## src/hdl/saw_rx_pkg.sv

```systemverilog
// Package with the types, codes and checksum helper of the stop-and-wait receiver.
package saw_rx_pkg;

  localparam int unsigned MaxPayload = 1024;
  localparam int unsigned HdrLen     = 6;
  localparam int unsigned PktMax     = HdrLen + MaxPayload;
  localparam logic [10:0] CntSat     = 11'd2047;

  localparam logic [7:0] FlagData = 8'h00;
  localparam logic [7:0] FlagAck  = 8'h02;
  localparam logic [7:0] FlagOver = 8'h07;

  localparam logic [2:0] StatAccepted   = 3'd0;
  localparam logic [2:0] StatOutOfOrder = 3'd1;
  localparam logic [2:0] StatOver       = 3'd2;
  localparam logic [2:0] StatBadSum     = 3'd3;
  localparam logic [2:0] StatOtherFlag  = 3'd4;
  localparam logic [2:0] StatShort      = 3'd5;
  localparam logic [2:0] StatLong       = 3'd6;

  localparam logic [15:0] SumGood = 16'hffff;
  localparam logic [31:0] TotalMax = 32'hffff_ffff;

  typedef struct packed {
    logic [7:0] data_byte;
    logic       last_byte;
  } in_t;

  typedef struct packed {
    logic [2:0]  packet_status;
    logic        send_response;
    logic [7:0]  reply_flag;
    logic [7:0]  reply_seq;
    logic [15:0] reply_size;
    logic [15:0] reply_checksum;
    logic        payload_commit;
    logic [31:0] total_received;
  } out_t;

  // One's-complement addition with end-around carry.
  function automatic logic [15:0] oc_add(input logic [15:0] a, input logic [15:0] w);
    logic [16:0] s;
    s = {1'b0, a} + {1'b0, w};
    return s[16] ? 16'(s[15:0] + 16'd1) : s[15:0];
  endfunction

endpackage

```

## src/hdl/stop_and_wait_receiver.sv

```systemverilog
// Stop-and-wait receiver: checksum, classification and response of received datagrams.

// Datagram bytes arrive as transfers on the input channel, header first, with last_byte
// set on the final byte. Each transfer is registered and then processed from the register,
// so one byte is taken every clock while the result side is not stalled; the only
// hold-off is a final byte waiting for the result register to be free. Exactly one
// result transfer is produced per datagram; it is loaded into the result register when
// its final byte is processed. The whole datagram, with an odd final byte padded by
// zero, is checked against a one's-complement sum of all ones.
module stop_and_wait_receiver (
  input  logic              clk_i,
  input  logic              rst_ni,
  input  logic              in_valid_i,
  output logic              in_ready_o,
  input  saw_rx_pkg::in_t   in_i,
  output logic              out_valid_o,
  input  logic              out_ready_i,
  output saw_rx_pkg::out_t  out_o
);

  logic             in_valid_q;
  saw_rx_pkg::in_t  in_q;
  logic             out_valid_q;
  saw_rx_pkg::out_t out_q;

  logic [10:0] byte_count_q, byte_count_d;
  logic [15:0] sum_q, sum_d;
  logic [7:0]  held_q, held_d;
  logic [15:0] size_q, size_d;
  logic [7:0]  flag_q, flag_d;
  logic [7:0]  seq_q, seq_d;
  logic [7:0]  exp_seq_q, exp_seq_d;
  logic [31:0] total_q, total_d;

  logic             out_free;
  logic             proc_en;
  logic [15:0]      final_sum;
  logic [32:0]      total_add;
  logic [31:0]      total_sat;
  saw_rx_pkg::out_t res;

  assign out_free   = !out_valid_q || out_ready_i;
  assign proc_en    = in_valid_q && (!in_q.last_byte || out_free);
  assign in_ready_o = !in_valid_q || proc_en;

  assign total_add = {1'b0, total_q} + {17'd0, size_d};
  assign total_sat = total_add[32] ? saw_rx_pkg::TotalMax : total_add[31:0];

  always_comb begin
    byte_count_d = byte_count_q;
    sum_d        = sum_q;
    held_d       = held_q;
    size_d       = size_q;
    flag_d       = flag_q;
    seq_d        = seq_q;
    exp_seq_d    = exp_seq_q;
    total_d      = total_q;
    if (byte_count_q < saw_rx_pkg::CntSat) begin
      if (!byte_count_q[0]) begin
        held_d = in_q.data_byte;
      end else begin
        sum_d = saw_rx_pkg::oc_add(sum_q, {in_q.data_byte, held_q});
      end
      if (byte_count_q == 11'd2) size_d[7:0]  = in_q.data_byte;
      if (byte_count_q == 11'd3) size_d[15:8] = in_q.data_byte;
      if (byte_count_q == 11'd4) flag_d       = in_q.data_byte;
      if (byte_count_q == 11'd5) seq_d        = in_q.data_byte;
      byte_count_d = byte_count_q + 11'd1;
    end

    final_sum = sum_d;
    if (byte_count_d[0] && byte_count_d < saw_rx_pkg::CntSat) begin
      final_sum = saw_rx_pkg::oc_add(sum_d, {8'd0, held_d});
    end

    res                = '0;
    res.total_received = total_q;
    if (32'(byte_count_d) < saw_rx_pkg::HdrLen) begin
      res.packet_status = saw_rx_pkg::StatShort;
    end else if (byte_count_d >= saw_rx_pkg::CntSat ||
                 32'(byte_count_d) > saw_rx_pkg::PktMax) begin
      res.packet_status = saw_rx_pkg::StatLong;
    end else if (final_sum != saw_rx_pkg::SumGood) begin
      res.packet_status = saw_rx_pkg::StatBadSum;
    end else if (flag_d == saw_rx_pkg::FlagData) begin
      res.send_response = 1'b1;
      res.reply_flag    = saw_rx_pkg::FlagAck;
      if (seq_d == exp_seq_q) begin
        res.packet_status  = saw_rx_pkg::StatAccepted;
        res.payload_commit = 1'b1;
        res.reply_seq      = seq_d;
        res.total_received = total_sat;
        total_d            = total_sat;
        exp_seq_d          = exp_seq_q + 8'd1;
      end else begin
        res.packet_status = saw_rx_pkg::StatOutOfOrder;
        res.reply_seq     = exp_seq_q;
      end
      res.reply_checksum = ~{res.reply_seq, saw_rx_pkg::FlagAck};
    end else if (flag_d == saw_rx_pkg::FlagOver) begin
      res.packet_status  = saw_rx_pkg::StatOver;
      res.send_response  = 1'b1;
      res.reply_flag     = saw_rx_pkg::FlagOver;
      res.reply_seq      = seq_d;
      res.reply_size     = size_d;
      res.reply_checksum = ~saw_rx_pkg::oc_add(size_d, {seq_d, saw_rx_pkg::FlagOver});
      exp_seq_d          = '0;
      total_d            = '0;
    end else begin
      res.packet_status = saw_rx_pkg::StatOtherFlag;
    end
  end

  always_ff @(posedge clk_i or negedge rst_ni) begin
    if (!rst_ni) begin
      in_valid_q <= 1'b0;
    end else if (in_ready_o) begin
      in_valid_q <= in_valid_i;
    end
  end

  always_ff @(posedge clk_i) begin
    if (in_ready_o && in_valid_i) begin
      in_q <= in_i;
    end
  end

  always_ff @(posedge clk_i or negedge rst_ni) begin
    if (!rst_ni) begin
      byte_count_q <= '0;
      sum_q        <= '0;
      held_q       <= '0;
      size_q       <= '0;
      flag_q       <= '0;
      seq_q        <= '0;
      exp_seq_q    <= '0;
      total_q      <= '0;
    end else if (proc_en) begin
      if (in_q.last_byte) begin
        byte_count_q <= '0;
        sum_q        <= '0;
        held_q       <= '0;
        size_q       <= '0;
        flag_q       <= '0;
        seq_q        <= '0;
      end else begin
        byte_count_q <= byte_count_d;
        sum_q        <= sum_d;
        held_q       <= held_d;
        size_q       <= size_d;
        flag_q       <= flag_d;
        seq_q        <= seq_d;
      end
      exp_seq_q <= in_q.last_byte ? exp_seq_d : exp_seq_q;
      total_q   <= in_q.last_byte ? total_d : total_q;
    end
  end

  always_ff @(posedge clk_i or negedge rst_ni) begin
    if (!rst_ni) begin
      out_valid_q <= 1'b0;
    end else if (proc_en && in_q.last_byte) begin
      out_valid_q <= 1'b1;
    end else if (out_ready_i) begin
      out_valid_q <= 1'b0;
    end
  end

  always_ff @(posedge clk_i) begin
    if (proc_en && in_q.last_byte) begin
      out_q <= res;
    end
  end

  assign out_valid_o = out_valid_q;
  assign out_o       = out_q;

`ifndef SYNTHESIS
  a_clear_after_last: assert property (@(posedge clk_i) disable iff (!rst_ni)
    (proc_en && in_q.last_byte) |=> (byte_count_q == '0 && sum_q == '0))
    else $error("per-datagram state not cleared after final byte");

  a_commit_only_accepted: assert property (@(posedge clk_i) disable iff (!rst_ni)
    (out_valid_o && out_o.payload_commit) |->
      (out_o.packet_status == saw_rx_pkg::StatAccepted))
    else $error("payload committed for a datagram that was not accepted");

  a_response_flag: assert property (@(posedge clk_i) disable iff (!rst_ni)
    (out_valid_o && out_o.send_response) |->
      (out_o.reply_flag == saw_rx_pkg::FlagAck || out_o.reply_flag == saw_rx_pkg::FlagOver))
    else $error("response carries an unexpected flag");

  a_no_overwrite: assert property (@(posedge clk_i) disable iff (!rst_ni)
    (proc_en && in_q.last_byte) |-> out_free)
    else $error("result register overwritten while a result is pending");
`endif

endmodule

```

## config.mk

```make
export PLATFORM = sky130hd
export DESIGN_NAME = stop_and_wait_receiver
export DESIGN_NICKNAME = d
export VERILOG_FILES = /design/src/hdl/saw_rx_pkg.sv /design/src/hdl/stop_and_wait_receiver.sv
export SDC_FILE = /design/constraint.sdc
export NUM_CORES = 1
export LEC_CHECK = 0
export BUFFER_PORTS_ARGS = -buffer_cell sky130_fd_sc_hd__buf_4
export CAP_MARGIN = 10
export CELL_PAD_IN_SITES_DETAIL_PLACEMENT = 1
export CELL_PAD_IN_SITES_GLOBAL_PLACEMENT = 1
export CORE_AREA = 4 4 215 217
export DETAILED_ROUTE_END_ITERATION = 7
export DIE_AREA = 0 0 219 221
export PLACE_DENSITY_LB_ADDON = 0.1
export SETUP_SLACK_MARGIN = 0.15
export SYNTH_ARGS = -nofsm -noshare
export SYNTH_HDL_FRONTEND = slang
export SYNTH_SLANG_ARGS = --single-unit
```

## constraint.sdc

```tcl
create_clock -name clk_i -period 16 [get_ports clk_i]
set_input_delay 3.2 -clock clk_i [delete_from_list [all_inputs] [get_ports clk_i]]
set_output_delay 3.2 -clock clk_i [all_outputs]
set_load 0.005 [all_outputs]
```

=== After elaboration in Yosys (flattened, before gate mapping) ===
Index checks and enable logic that the tools add are counted.

* Output and inout bits: 87
* Register bits after elaboration: 203
* Memory bits (read-only): 0
* Logic and storage cells: 119
* Memories: 0
* Bits in writable memories: 0
* Bits of input ports: 13
* Latch bits: 0

* Shift operators: 0
* Mux-type cells: 48
* Reduce and logical (&&, ||, !) cells: 20
* Divide/modulo/power cells: 0
* Multipliers: 0
* $add $sub $neg: 9
* Bitwise logic cells: 7
* Magnitude comparators: 5
* Equality and inequality tests: 8

{| class="wikitable"
|+ Operators with widths
! kind !! count
|-
| 2-to-1 mux 32 bit || 8
|-
| 2-to-1 mux 16 bit || 10
|-
| 2-to-1 mux 8 bit || 19
|-
| 2-to-1 mux 49 bit || 1
|-
| adder 16 x 1 -> 16 bit (second input constant) || 3
|-
| adder 16 x 16 -> 17 bit || 2
|-
| adder 32 x 16 -> 33 bit || 1
|-
| 2-to-1 mux 33 bit || 1
|-
| NOT 16 bit || 2
|-
| equality test 11 x 2 -> 1 bit (second input constant) || 2
|-
| equality test 11 x 3 -> 1 bit (second input constant) || 2
|-
| < comparator 11 bit (second input constant) || 2
|-
| 2-to-1 mux 11 bit || 2
|-
| 2-to-1 mux 20 bit || 1
|-
| adder 16 x 8 -> 17 bit || 1
|-
| != test 16 bit (second input constant) || 1
|-
| adder 11 x 1 -> 11 bit (second input constant) || 1
|-
| greater-or-equal comparator 11 bit (second input constant) || 1
|-
| > comparator 11 bit (second input constant) || 1
|-
| < comparator 11 x 3 -> 1 bit (second input constant) || 1
|-
| adder 8 x 1 -> 8 bit (second input constant) || 1
|-
| equality test 8 x 3 -> 1 bit (second input constant) || 1
|-
| equality test 8 bit || 1
|-
| zero test 8 bit || 1
|-
| other kinds (14) || 31
|}

=== Depth between registers and ports, before layout ===
Gate-level depths: netlist of run 1.

* Depth in word-level cells: 16
* Mapped depth: 29
* Depth with buffers taken out: 26

=== Least setup slack after synthesis of run 1 ===
Ideal clock, no wire load.

* Kind: input port to output port
* Start: input port out_ready_i
* End: output port in_ready_o
* Cell stages on the path: 1
* Data arrival time: 3.396 ns
* Buffers on the path: 0
* Data required time: 12.800 ns
* Slack: 9.404 ns
* Cell sequence: nand4b_1

* Cells in the longest elaborated chain, start to end: 4

{| class="wikitable"
|+ RTL lines
! item !! RTL line !! text
|-
| start, declared || stop_and_wait_receiver.sv:17 || <nowiki>input logic out_ready_i,</nowiki>
|-
| logical OR 1 bit || stop_and_wait_receiver.sv:42 || <nowiki>assign out_free = !out_valid_q || out_ready_i;</nowiki>
|-
| logical OR 1 bit || stop_and_wait_receiver.sv:43 || <nowiki>assign proc_en = in_valid_q && (!in_q.last_byte || out_free);</nowiki>
|-
| logical AND 1 bit || stop_and_wait_receiver.sv:43 ||
|-
| logical OR 1 bit || stop_and_wait_receiver.sv:44 || <nowiki>assign in_ready_o = !in_valid_q || proc_en;</nowiki>
|-
| end, declared || stop_and_wait_receiver.sv:14 || <nowiki>output logic in_ready_o,</nowiki>
|}

No other way between the ends.

=== Worst setup path after layout of run 1 ===
* Start: register in_q[2] (netlist name)
* End: register out_q (netlist bit out_o[34]), data pin

* Cells in the longest elaborated chain, start to end: 11
* Elaborated cells between the ends (all ways): 28
* Those cells by class: add/sub: 6; eq/ne: 2; mux: 17; bitwise: 1; reduce/logical: 2

{| class="wikitable"
|+ RTL lines
! item !! RTL line !! text
|-
| start, declared || stop_and_wait_receiver.sv:22 || <nowiki>saw_rx_pkg::in_t in_q;</nowiki>
|-
| start signal, assigned || stop_and_wait_receiver.sv:124 || <nowiki>in_q <= in_i;</nowiki>
|-
| adder 16 x 16 -> 17 bit || saw_rx_pkg.sv:43 || <nowiki>s = {1'b0, a} + {1'b0, w};</nowiki>
|-
| adder 16 x 1 -> 16 bit || saw_rx_pkg.sv:44 || <nowiki>return s[16] ? 16'(s[15:0] + 16'd1) : s[15:0];</nowiki>
|-
| 2-to-1 mux 16 bit || saw_rx_pkg.sv:44 ||
|-
| 2-to-1 mux 16 bit || stop_and_wait_receiver.sv:59 || <nowiki>if (!byte_count_q[0]) begin</nowiki>
|-
| 2-to-1 mux 16 bit || stop_and_wait_receiver.sv:58 || <nowiki>if (byte_count_q < saw_rx_pkg::CntSat) begin</nowiki>
|-
| adder 16 x 8 -> 17 bit || saw_rx_pkg.sv:43 ||
|-
| adder 16 x 1 -> 16 bit || saw_rx_pkg.sv:44 ||
|-
| 2-to-1 mux 16 bit || saw_rx_pkg.sv:44 ||
|-
| 2-to-1 mux 16 bit || stop_and_wait_receiver.sv:72 || <nowiki>if (byte_count_d[0] && byte_count_d < saw_rx_pkg::CntSat) begin</nowiki>
|-
| != test 16 bit || stop_and_wait_receiver.sv:83 || <nowiki>end else if (final_sum != saw_rx_pkg::SumGood) begin</nowiki>
|-
| OR reduction 3 bit (no source line) || - ||
|-
| end signal, assigned || stop_and_wait_receiver.sv:171 || <nowiki>out_q <= res;</nowiki>
|-
| end, declared || stop_and_wait_receiver.sv:24 || <nowiki>saw_rx_pkg::out_t out_q;</nowiki>
|}

Several ways; a longest one is shown, not always the timed one.
A chain may end at the register's enable or synchronous reset.

==> out/results.ini, run 1 <==
[yosys]
synth_common_cells=nand2_1, nor2_1, dfrtp_1, a21oi_1, edfxtp_1
yosys_warnings=0
synth_top_area_cells=dfrtp_1, edfxtp_1, ha_1, a21oi_1, nand2_1
synth_top_area_share_pct=20.69
async_flop_share_pct=55.61
postSynthAreaPerCell_um2=9.243
synthDominantAreaCellType=dfrtp_1
yosysMostFrequentCell=nand2_1
total_of_flip_flops_plus_latches_after_synthesis=196
synthesized_netlist_cell_count=1426
post_synth_num_cell_types=101
postSynth.topFlopCell=dfrtp_1
synth_cell_area_um2=13180
seq_area_frac_synth_pct=40.52
synth_enable_flop_cells=87

[sta]
drv_slew=0
timing.final.crit_period_ps=7263
final-setup-viol-count=0
final_hold_viol_count=0
timing.slew.headroom_pct=25.08
rsz_0062_raised_after_global_routing=no
fin_crit_sh_pct=45.40
max_slew.worst_pin.slew_ps=1117
totalNegativeSetupSlack_ps=0
maxClockFrequency_mhz=137.7
setup_ws_ps=8737
fin_skew_ps=17.24

[worst_hold_path]
worstHoldPathType=register to register
min_delay_path_depth=2
min_delay_worst_endpoint=seq_q[2]
holdCritStartpoint=seq_q[2]

[critical_path]
setup.worst_path.start_class=register
worstSetupPathDepth=25
worst-path-max-fanout=19
worst_path_max_delay_cell=a211oi_1
rr_endpoint=out_o[34]
timing.critical_path.arrival_ps=7450
critPathMostFrequentCell=a21oi_1
crit_required_ps=16190
startpoint=in_q[2]
critPathBufInv=2
critical-path-top-delay-family=compound AO/OA/AOI/OAI gates
rr_worst_depth=25
worstSetupEndpointType=register
reg2reg_slack_ps=8740
critical-path-max-stage-delay_ps=880
setup.worst_path.class=register to register
r2r_start=in_q[2]

[cells_and_area]
final_core_utilization_pct=34.10
synthToLayoutAreaGrowth_pct=14.15
drive_gt1_share_pct=13.84
layout.cells.non_filler=2088
antenna-diode-count=0
nets=1555

[die]
die_height_um=221
floorplan.initialDensity_pct=29.87
number_of_placement_rows=77
top_level_ports=100
dieWidth_um=219
design.core.area_um2=44120
fp.dieArea_um2=48400

[route]
vias_per_cell=5.406
vias=11290
route.final.wire_length_um=46380
initialDrtViolationCount=654
avgRoutedWirePerCell_um=22.21
drt.antenna.violating_nets=0
drcViolationCount=0
detailedRoute.firstPassIterationCount=7

[clock_network]
tritoncts.num_buffers=17
cts_setup_buffers=0
cts_tree=done
cts_buffer_depth=2
clock_tree.root_cell=clkbuf_16
hold_bufs_at_cts=0
worst_skew_pair.late_latency_ps=480
cts.reportedPaths.clkPinSlew_ps=90
cts_repair_resize_count=0
cts_max_level=4
clock-sinks=196

[power]
p_switching_uw=676.7
power_frac_clock_pct=27.4
vdd.ir_drop.worst_v=0.00006113
cellPowerDensity_nw_per_um2=111.9
seq_power_share_pct=35.2
power_frac_comb_pct=37.4
post-layout-total-power_uw=1683
power_switching_share_pct=40.20
power.leakage_uw=0.006622
internal_dissipation_uw=1007

[place]
numPlacedInstances=2056
placement.setup.worst_slack_ps=8741
buffer_ports.inserted=94
routability_cong=0.8332
detailed_place_hpwl_um=34420

[global_route]
antenna_found_initial=0
gr-usage-all-layers_pct=19.12
grt_max_degree=64
grt_pass1_vias=11440
grt-ovfl-total=0
grt_pass1_wl_um=71790

[run_status]
run_status=complete, no violations

[run]
drv_cap=0

[worst max-delay path by stage]
stage	to	slack (ps)
floorplan	in_ready_o	9400
global placement	out_o[49]	8730
detailed placement	out_o[63]	8740
CTS	out_o[34]	8710
global route	out_o[50]	8130
finish	out_o[34]	8740
[layer usage]
metal / vias to the layer above / share of wire [%] / global-route usage (%)
li1: 5382 / - / -
met1: 5714 / 51 / 28.66
met2: 162 / 44 / 29.30
met3: 29 / 3.0 / 2.620
met4: 0 / 1.3 / 4.200
met5: - / 0 / 0
[cell families after synthesis]
logic type	synth area share, %
xor gates and xnor gates	4.690
and+or+nand+nor	18.84
buffers and inverters	4.652
other	0.02845
adders and majority gates	5.772
DFF	40.52
AOI/OAI and AO/OA	21.76
muxes	3.740
[through the flow]
step	instance area, um^2	hold WS, ps
2_1_floorplan	13200	449.6
3_3_place_gp	14450	461.6
3_5_place_dp	14450	474.8
4_1_cts	15050	493.2
5_1_grt	15050	508.8
6_report	15050	489.3
[flip-flops by register name, indices dropped and copies added (netlist names)]
register      cells
out_valid_o       1
seq_q             8
flag_q            8
held_q            8
in_q              9
sum_q            16
exp_seq_q         8
out_o            78
size_q           16
in_valid_q        1
total_q          32
byte_count_q     11
[worst reg2reg max path: cells and delay by family, from the launching register on]
kind / cells / cell delay, ps
buffers and inverters: 2 / 340
and+or+nand+nor: 7 / 1610
xor gates and xnor gates: 1 / 110
DFF: 1 / 580
adders and majority gates: 2 / 830
AOI/OAI and AO/OA: 13 / 3500
[placed cells by master, fill, tap and decap left out, types with 12 or more instances in the layout]
master / count
xor2_1: 23
dfrtp_1: 109
o211ai_1: 12
a31oi_1: 30
mux2i_1: 29
buf_4: 112
and4_1: 12
and3_1: 18
xnor2_1: 45
a22o_1: 26
ha_1: 56
nor4_1: 15
clkbuf_16: 17
inv_1: 70
edfxtp_1: 87
nand2_1: 125
nand3_1: 46
nand4_1: 14
nand2b_1: 20
a21o_1: 22
nor3_1: 28
o21ai_0: 77
a211oi_1: 12
nor2_1: 118
mux2_2: 18
a21oi_1: 108
and2_1: 17
[cell type report]
class	count	area, um^2
fill	5124	29080
multi-input combinational	1085	7256
sequential	196	5340
timing repair buffer	112	840.8
tap	592	740.7
clock buffer	17	425.4
inverter	71	267.8
clock inverter	15	175.2
[power groups by stage]
stage	clock network [uW]	logic [uW]	registers [uW]
3_5_place_dp	0	626	603
4_1_cts	478	630	592
2_1_floorplan	0	440	586
3_3_place_gp	0	617	602
5_1_grt	498	697	597
6_report	461	629	592
Note: power is estimated with default switching activity, not from simulation.
==> run 2: changes to the inputs <==
clock period = 7.19 ns   (was 16 ns; I/O delays follow)
==> run 2 against run 1 <==
- combinational power increased by 120%
- die area unchanged
- register-to-register slack worse by 8100 ps
- clock skew down 1.6 ps
- utilization is 0.49 points higher
- worst setup slack lost 8100 ps
- count of clock-buffer cells in the layout increased by 1
- cell count up 1.1%
- critical path type unchanged
- critical endpoint is now exp_seq_q[5]
==> out/results.ini, run 2 (same netlist as run 1, synthesis figures left out) <==
[global_route]
grt_pass1_vias=11730  ; +2.6%
grt_max_degree=59  ; -7.8%
grt-ovfl-total=0  ; unchanged
antenna_found_initial=0  ; unchanged
gr-usage-all-layers_pct=18.86  ; -0.26 points
grt_pass1_wl_um=70660  ; -1.6%

[cells_and_area]
fillerInstances=5165  ; +0.80%
multi_input_area_um2=7267  ; +0.16%
drive_gt1_share_pct=15.14  ; +1.3 points
synthToLayoutAreaGrowth_pct=15.79
largest_register_ff_count=78  ; unchanged
layout_common_cells=buf_4, nand2_1, nor2_1
layout.cells.non_filler=2111  ; +1.1%
layout_commonest_cell=buf_4
nets=1578  ; +1.5%
regArea_um2=5340  ; unchanged
final_core_utilization_pct=34.59  ; +0.49 points
antenna-diode-count=0  ; unchanged

[clock_network]
clock-sinks=196  ; unchanged
hold_bufs_at_cts=0  ; unchanged
worst_skew_pair.late_latency_ps=500  ; +20 ps
cts_buffer_depth=2  ; unchanged
tritoncts.num_buffers=17  ; unchanged
clock_tree.root_cell=clkbuf_16
cts_tree=done
cts.reportedPaths.clkPinSlew_ps=80  ; about the same
cts_max_level=4  ; unchanged

[route]
drt.antenna.violating_nets=0  ; unchanged
avgRoutedWirePerCell_um=21.47  ; -3.3%
detailedRoute.firstPassIterationCount=4  ; -3
vias_per_cell=5.359  ; -0.87%
initialDrtViolationCount=718  ; +9.8%
drcViolationCount=0  ; unchanged
vias=11310  ; +0.22%
route.final.wire_length_um=45330  ; -2.3%

[sta]
timing.slew.headroom_pct=19.83  ; -5.3 points
fin_crit_sh_pct=91.50  ; +46 points
timing.final.crit_period_ps=6579  ; -684.2 ps
maxClockFrequency_mhz=152.0  ; +10%
fin_skew_ps=15.61  ; -1.633 ps
final-setup-viol-count=0  ; unchanged
max_slew.worst_pin.slew_ps=1198  ; +81.09 ps
final_hold_viol_count=0  ; unchanged
totalNegativeSetupSlack_ps=0  ; unchanged
rsz_0062_raised_after_global_routing=no
finalHoldWorstSlack_ps=484.2  ; -5.084 ps
drv_slew=0  ; unchanged

[die]
dieWidth_um=219  ; unchanged
number_of_placement_rows=77  ; unchanged
floorplan.initialDensity_pct=29.87  ; unchanged
top_level_ports=100  ; unchanged
fp.dieArea_um2=48400  ; unchanged
die_height_um=221  ; unchanged
design.core.area_um2=44120  ; unchanged

[place]
detailed_place_hpwl_um=33810  ; -1.8%
buffer_ports.inserted=94  ; unchanged
routability_cong=0.8409  ; +0.92%
numPlacedInstances=2078  ; +1.1%

[critical_path]
worst-path-max-fanout=25  ; +6
timing.critical_path.arrival_ps=7010  ; -440 ps
setup.worst_path.start_class=register
setup.worst_path.class=register to register
worstSetupEndpointType=register
rr_worst_depth=25  ; unchanged
crit_required_ps=7620  ; -8570 ps

[run]
drv_cap=0  ; unchanged

[worst_hold_path]
min_delay_path_depth=2  ; unchanged
worstHoldPathType=register to register

[power]
cellPowerDensity_nw_per_um2=245.8  ; +120%
power.leakage_uw=0.006751  ; +1.9%
vdd.ir_drop.worst_v=0.0001423  ; +130%
post-layout-total-power_uw=3752  ; +120%

[run_status]
run_status=complete, no violations

[run 2: cell type report]
cell class / instances / area share (%)
multi-input cells: 1085 / 47.62
flip-flops and latches: 196 / 34.99
repair buffers: 135 / 6.723
well taps: 592 / 4.854
clock buffers: 18 / 2.812
inverters: 71 / 1.755
clock inverters: 14 / 1.246
[run 2: timing repair]
| action | CTS | global route |
|---|---|---|
| endpoints found under the setup margin | 0 | 26 |
| gates resized for setup | 0 | 2 |
| buffers inserted | 0 | 1 |
[run 2: layer usage]
| metal | global-route usage, % | share of wire (%) | up-vias |
|---|---|---|---|
| met5 | 0 | 0 | - |
| met4 | 5.851 | 2.2 | 0 |
| met3 | 3.251 | 2.9 | 45 |
| met2 | 30.84 | 48 | 155 |
| met1 | 25.48 | 47 | 5690 |
| li1 | - | - | 5422 |
[run 2: where the power goes]
part | switching, uW | internal (uW)
sequential | 59.6 | 1240
clock | 496 | 557
combinational | 913 | 486
total | 1470 | 2280
[run 2: metrics by stage]
step	cell area, um^2	worst slack [ps]
after CTS	15240	372.8
after global placement	14620	522.7
after floorplan	13200	1298
after detailed placement	14620	409.1
final	15260	610.8
after global routing	15260	159.3
[run 2: critical path: stages (launching register included)]
cell	delay, ps
dfrtp_1	380
ha_1	180
inv_1	50
fa_1	390
and2b_1	280
o2111a_4	330
o211ai_4	150
a211oi_1	470
xnor2_1	180
nor2_1	60
a21oi_1	310
inv_1	80
ha_1	310
inv_1	90
o21bai_1	100
a21o_1	190
a21oi_1	270
o21bai_1	120
a21o_1	220
o31ai_1	240
o21a_1	150
o2111ai_1	100
a221o_2	470
or4_4	710
or4_1	520
a21oi_1	150
[run 2: worst paths after layout]
path,start,end,slack (ps)
worst max-delay path,sum_q[0],exp_seq_q[5],610
max in group asynchronous,rst_ni,total_q[6],4830
worst min register to register,seq_q[1],seq_q[1],480
min in group asynchronous,rst_ni,sum_q[5],1030
worst min-delay path,seq_q[1],seq_q[1],480
worst max register to register,sum_q[0],exp_seq_q[5],610
==> run 3: changes to the inputs <==
CORE_AREA = 4 4 177 179   (was 4 4 215 217)
DIE_AREA = 0 0 181 183   (was 0 0 219 221)
==> run 3 against run 2 <==
- sequential share of layout area up 0.76 points
- utilization up 16 points
- non-clock buffer count down 9
- register-to-register slack worse by 110 ps
- worst setup slack worse by 110 ps
- critical path type unchanged
==> out/results.ini, run 3 (same netlist as run 1, synthesis figures left out) <==
[route]
detailedRoute.firstPassIterationCount=4  ; unchanged
avgRoutedWirePerCell_um=22.71  ; +5.8%
initialDrtViolationCount=803  ; +12%
route.final.wire_length_um=43140  ; -4.8%
drcViolationCount=0  ; unchanged
vias_per_cell=6.069  ; +13%
vias=11530  ; +1.9%
drt.antenna.violating_nets=0  ; unchanged

[die]
top_level_ports=100  ; unchanged
dieWidth_um=181  ; -17%
number_of_placement_rows=63  ; -18%
design.core.area_um2=29560  ; -33%
floorplan.initialDensity_pct=44.59  ; +15 points
die_height_um=183  ; -17%
fp.dieArea_um2=33120  ; -32%

[global_route]
antenna_found_initial=2  ; +2
grt_max_degree=57  ; -3.4%
grt-ovfl-total=0  ; unchanged
gr-usage-all-layers_pct=25.94  ; +7.1 points
grt_pass1_wl_um=68420  ; -3.2%
grt_pass1_vias=11870  ; +1.2%

[critical_path]
critical-path-max-stage-delay_ps=680  ; -30 ps
critical_path_cell_by_cell=ha_1, a211oi_2, o211ai_1, a221oi_4, nand2_1, xnor2_1, o21ai_0, ha_1, fa_1, a21oi_1, o21bai_1, a21o_1, a21oi_1, o21bai_1, a21o_1, o31ai_1, o21a_1, o2111ai_1, a221o_2, or4_4, or4_1, a21oi_1
worstSetupEndpointType=register
timing.critical_path.arrival_ps=7070  ; +60 ps
crit_required_ps=7570  ; -50 ps
setup.worst_path.start_class=register
setup.worst_path.class=register to register
critPathMostFrequentCell=a21oi_1
worst-path-max-fanout=39  ; +56%
worst_path_max_delay_cell=or4_4

[clock_network]
worst_skew_pair.late_latency_ps=460  ; -40 ps
tritoncts.num_buffers=17  ; unchanged
cts_tree=done
cts_max_level=4  ; unchanged
hold_bufs_at_cts=0  ; unchanged
cts_buffer_depth=2  ; unchanged
clock-sinks=196  ; unchanged
cts_repair_resize_count=0  ; unchanged
cts.reportedPaths.clkPinSlew_ps=80  ; about the same
cts_setup_buffers=0  ; unchanged
clock_tree.root_cell=clkbuf_16

[place]
buffer_ports.inserted=94  ; unchanged
routability_cong=0.8919  ; +6.1%
placement.setup.worst_slack_ps=515.9  ; +106.8 ps
detailed_place_hpwl_um=31790  ; -6.0%

[cells_and_area]
drive_gt1_share_pct=14.70  ; -0.44 points
nets=1569  ; -0.57%
fillerInstances=3397  ; -34%
largest_register_ff_count=78  ; unchanged
layout_common_cells=nand2_1, buf_4, nor2_1
antenna-diode-count=0  ; unchanged
synthToLayoutAreaGrowth_pct=13.33
final_core_utilization_pct=50.53  ; +16 points

[sta]
fin_crit_sh_pct=93.04  ; +1.5 points
maxClockFrequency_mhz=149.5  ; -1.7%
totalNegativeSetupSlack_ps=0  ; unchanged
rsz_0062_raised_after_global_routing=no
timing.final.crit_period_ps=6690  ; +110.7 ps
fin_skew_ps=14.51  ; -1.095 ps
setup_ws_ps=500.1  ; -110.7 ps
max_slew.worst_pin.slew_ps=1110  ; -88.19 ps
final_hold_viol_count=0  ; unchanged
finalHoldWorstSlack_ps=485.8  ; +1.596 ps
final-setup-viol-count=0  ; unchanged
drv_slew=0  ; unchanged
timing.slew.headroom_pct=25.73  ; +5.9 points

[power]
vdd.ir_drop.worst_v=0.0001634  ; +15%
cellPowerDensity_nw_per_um2=250.5  ; +1.9%
post-layout-total-power_uw=3742  ; -0.26%
power.leakage_uw=0.006708  ; -0.63%

[run_status]
run_status=complete, no violations

[worst_hold_path]
worstHoldPathType=register to register

[run]
drv_cap=0  ; unchanged

run 3: layer usage:
layer  wire length [um]  up-vias  global-route usage [%]
met5                  8        -                       0
met3               1690       69                   4.284
met2              20920      242                   44.13
met4               1423        2                   9.066
li1                   -     5405                       -
met1              19100     5813                   33.80
run 3: per-stage QoR:
stage | cell area, um^2 | instances
final | 14940 | 1900
after global routing | 14940 | 1900
after CTS | 14920 | 1900
after detailed placement | 14310 | 1868
after global placement | 14310 | 1868
after floorplan | 13200 | 1430
run 3: cell type report:
type	instances	area, um^2	share of cell area, %
inverter	71	267.8	1.793
timing repair buffer	126	958.4	6.416
sequential	196	5340	35.75
clock inverter	15	190.2	1.273
tap	390	488.0	3.267
multi-input combinational	1085	7267	48.65
clock buffer	17	425.4	2.848
run 3: path summary, 6_finish.rpt:
check / startpoint / to / slack, ps / depth (start not counted)
hold / removal: size_q[13] / size_q[13] / 490 / 2
min in group asynchronous: rst_ni / sum_q[5] / 1030 / 1
setup reg to reg: sum_q[9] / exp_seq_q[5] / 500 / 22
max in group asynchronous: rst_ni / sum_q[11] / 4780 / 2
setup / recovery: sum_q[9] / exp_seq_q[5] / 500 / 22
hold reg to reg: size_q[13] / size_q[13] / 490 / 2
run 3: report_power, final:
part	internal (uW)	switching, uW	total (uW)
combinational	484	924	1410
clock	531	500	1030
sequential	1240	62.0	1300
total	2260	1490	3740
run 3: worst max-delay path, delay by kind of cell (launching register included):
family	cells	cell delay (ps)
AO/OA/AOI/OAI	15	3380
XOR/XNOR	1	190
flip-flops	1	430
adder cells (fa/ha/maj)	3	1130
AND/OR/NAND/NOR	3	1470
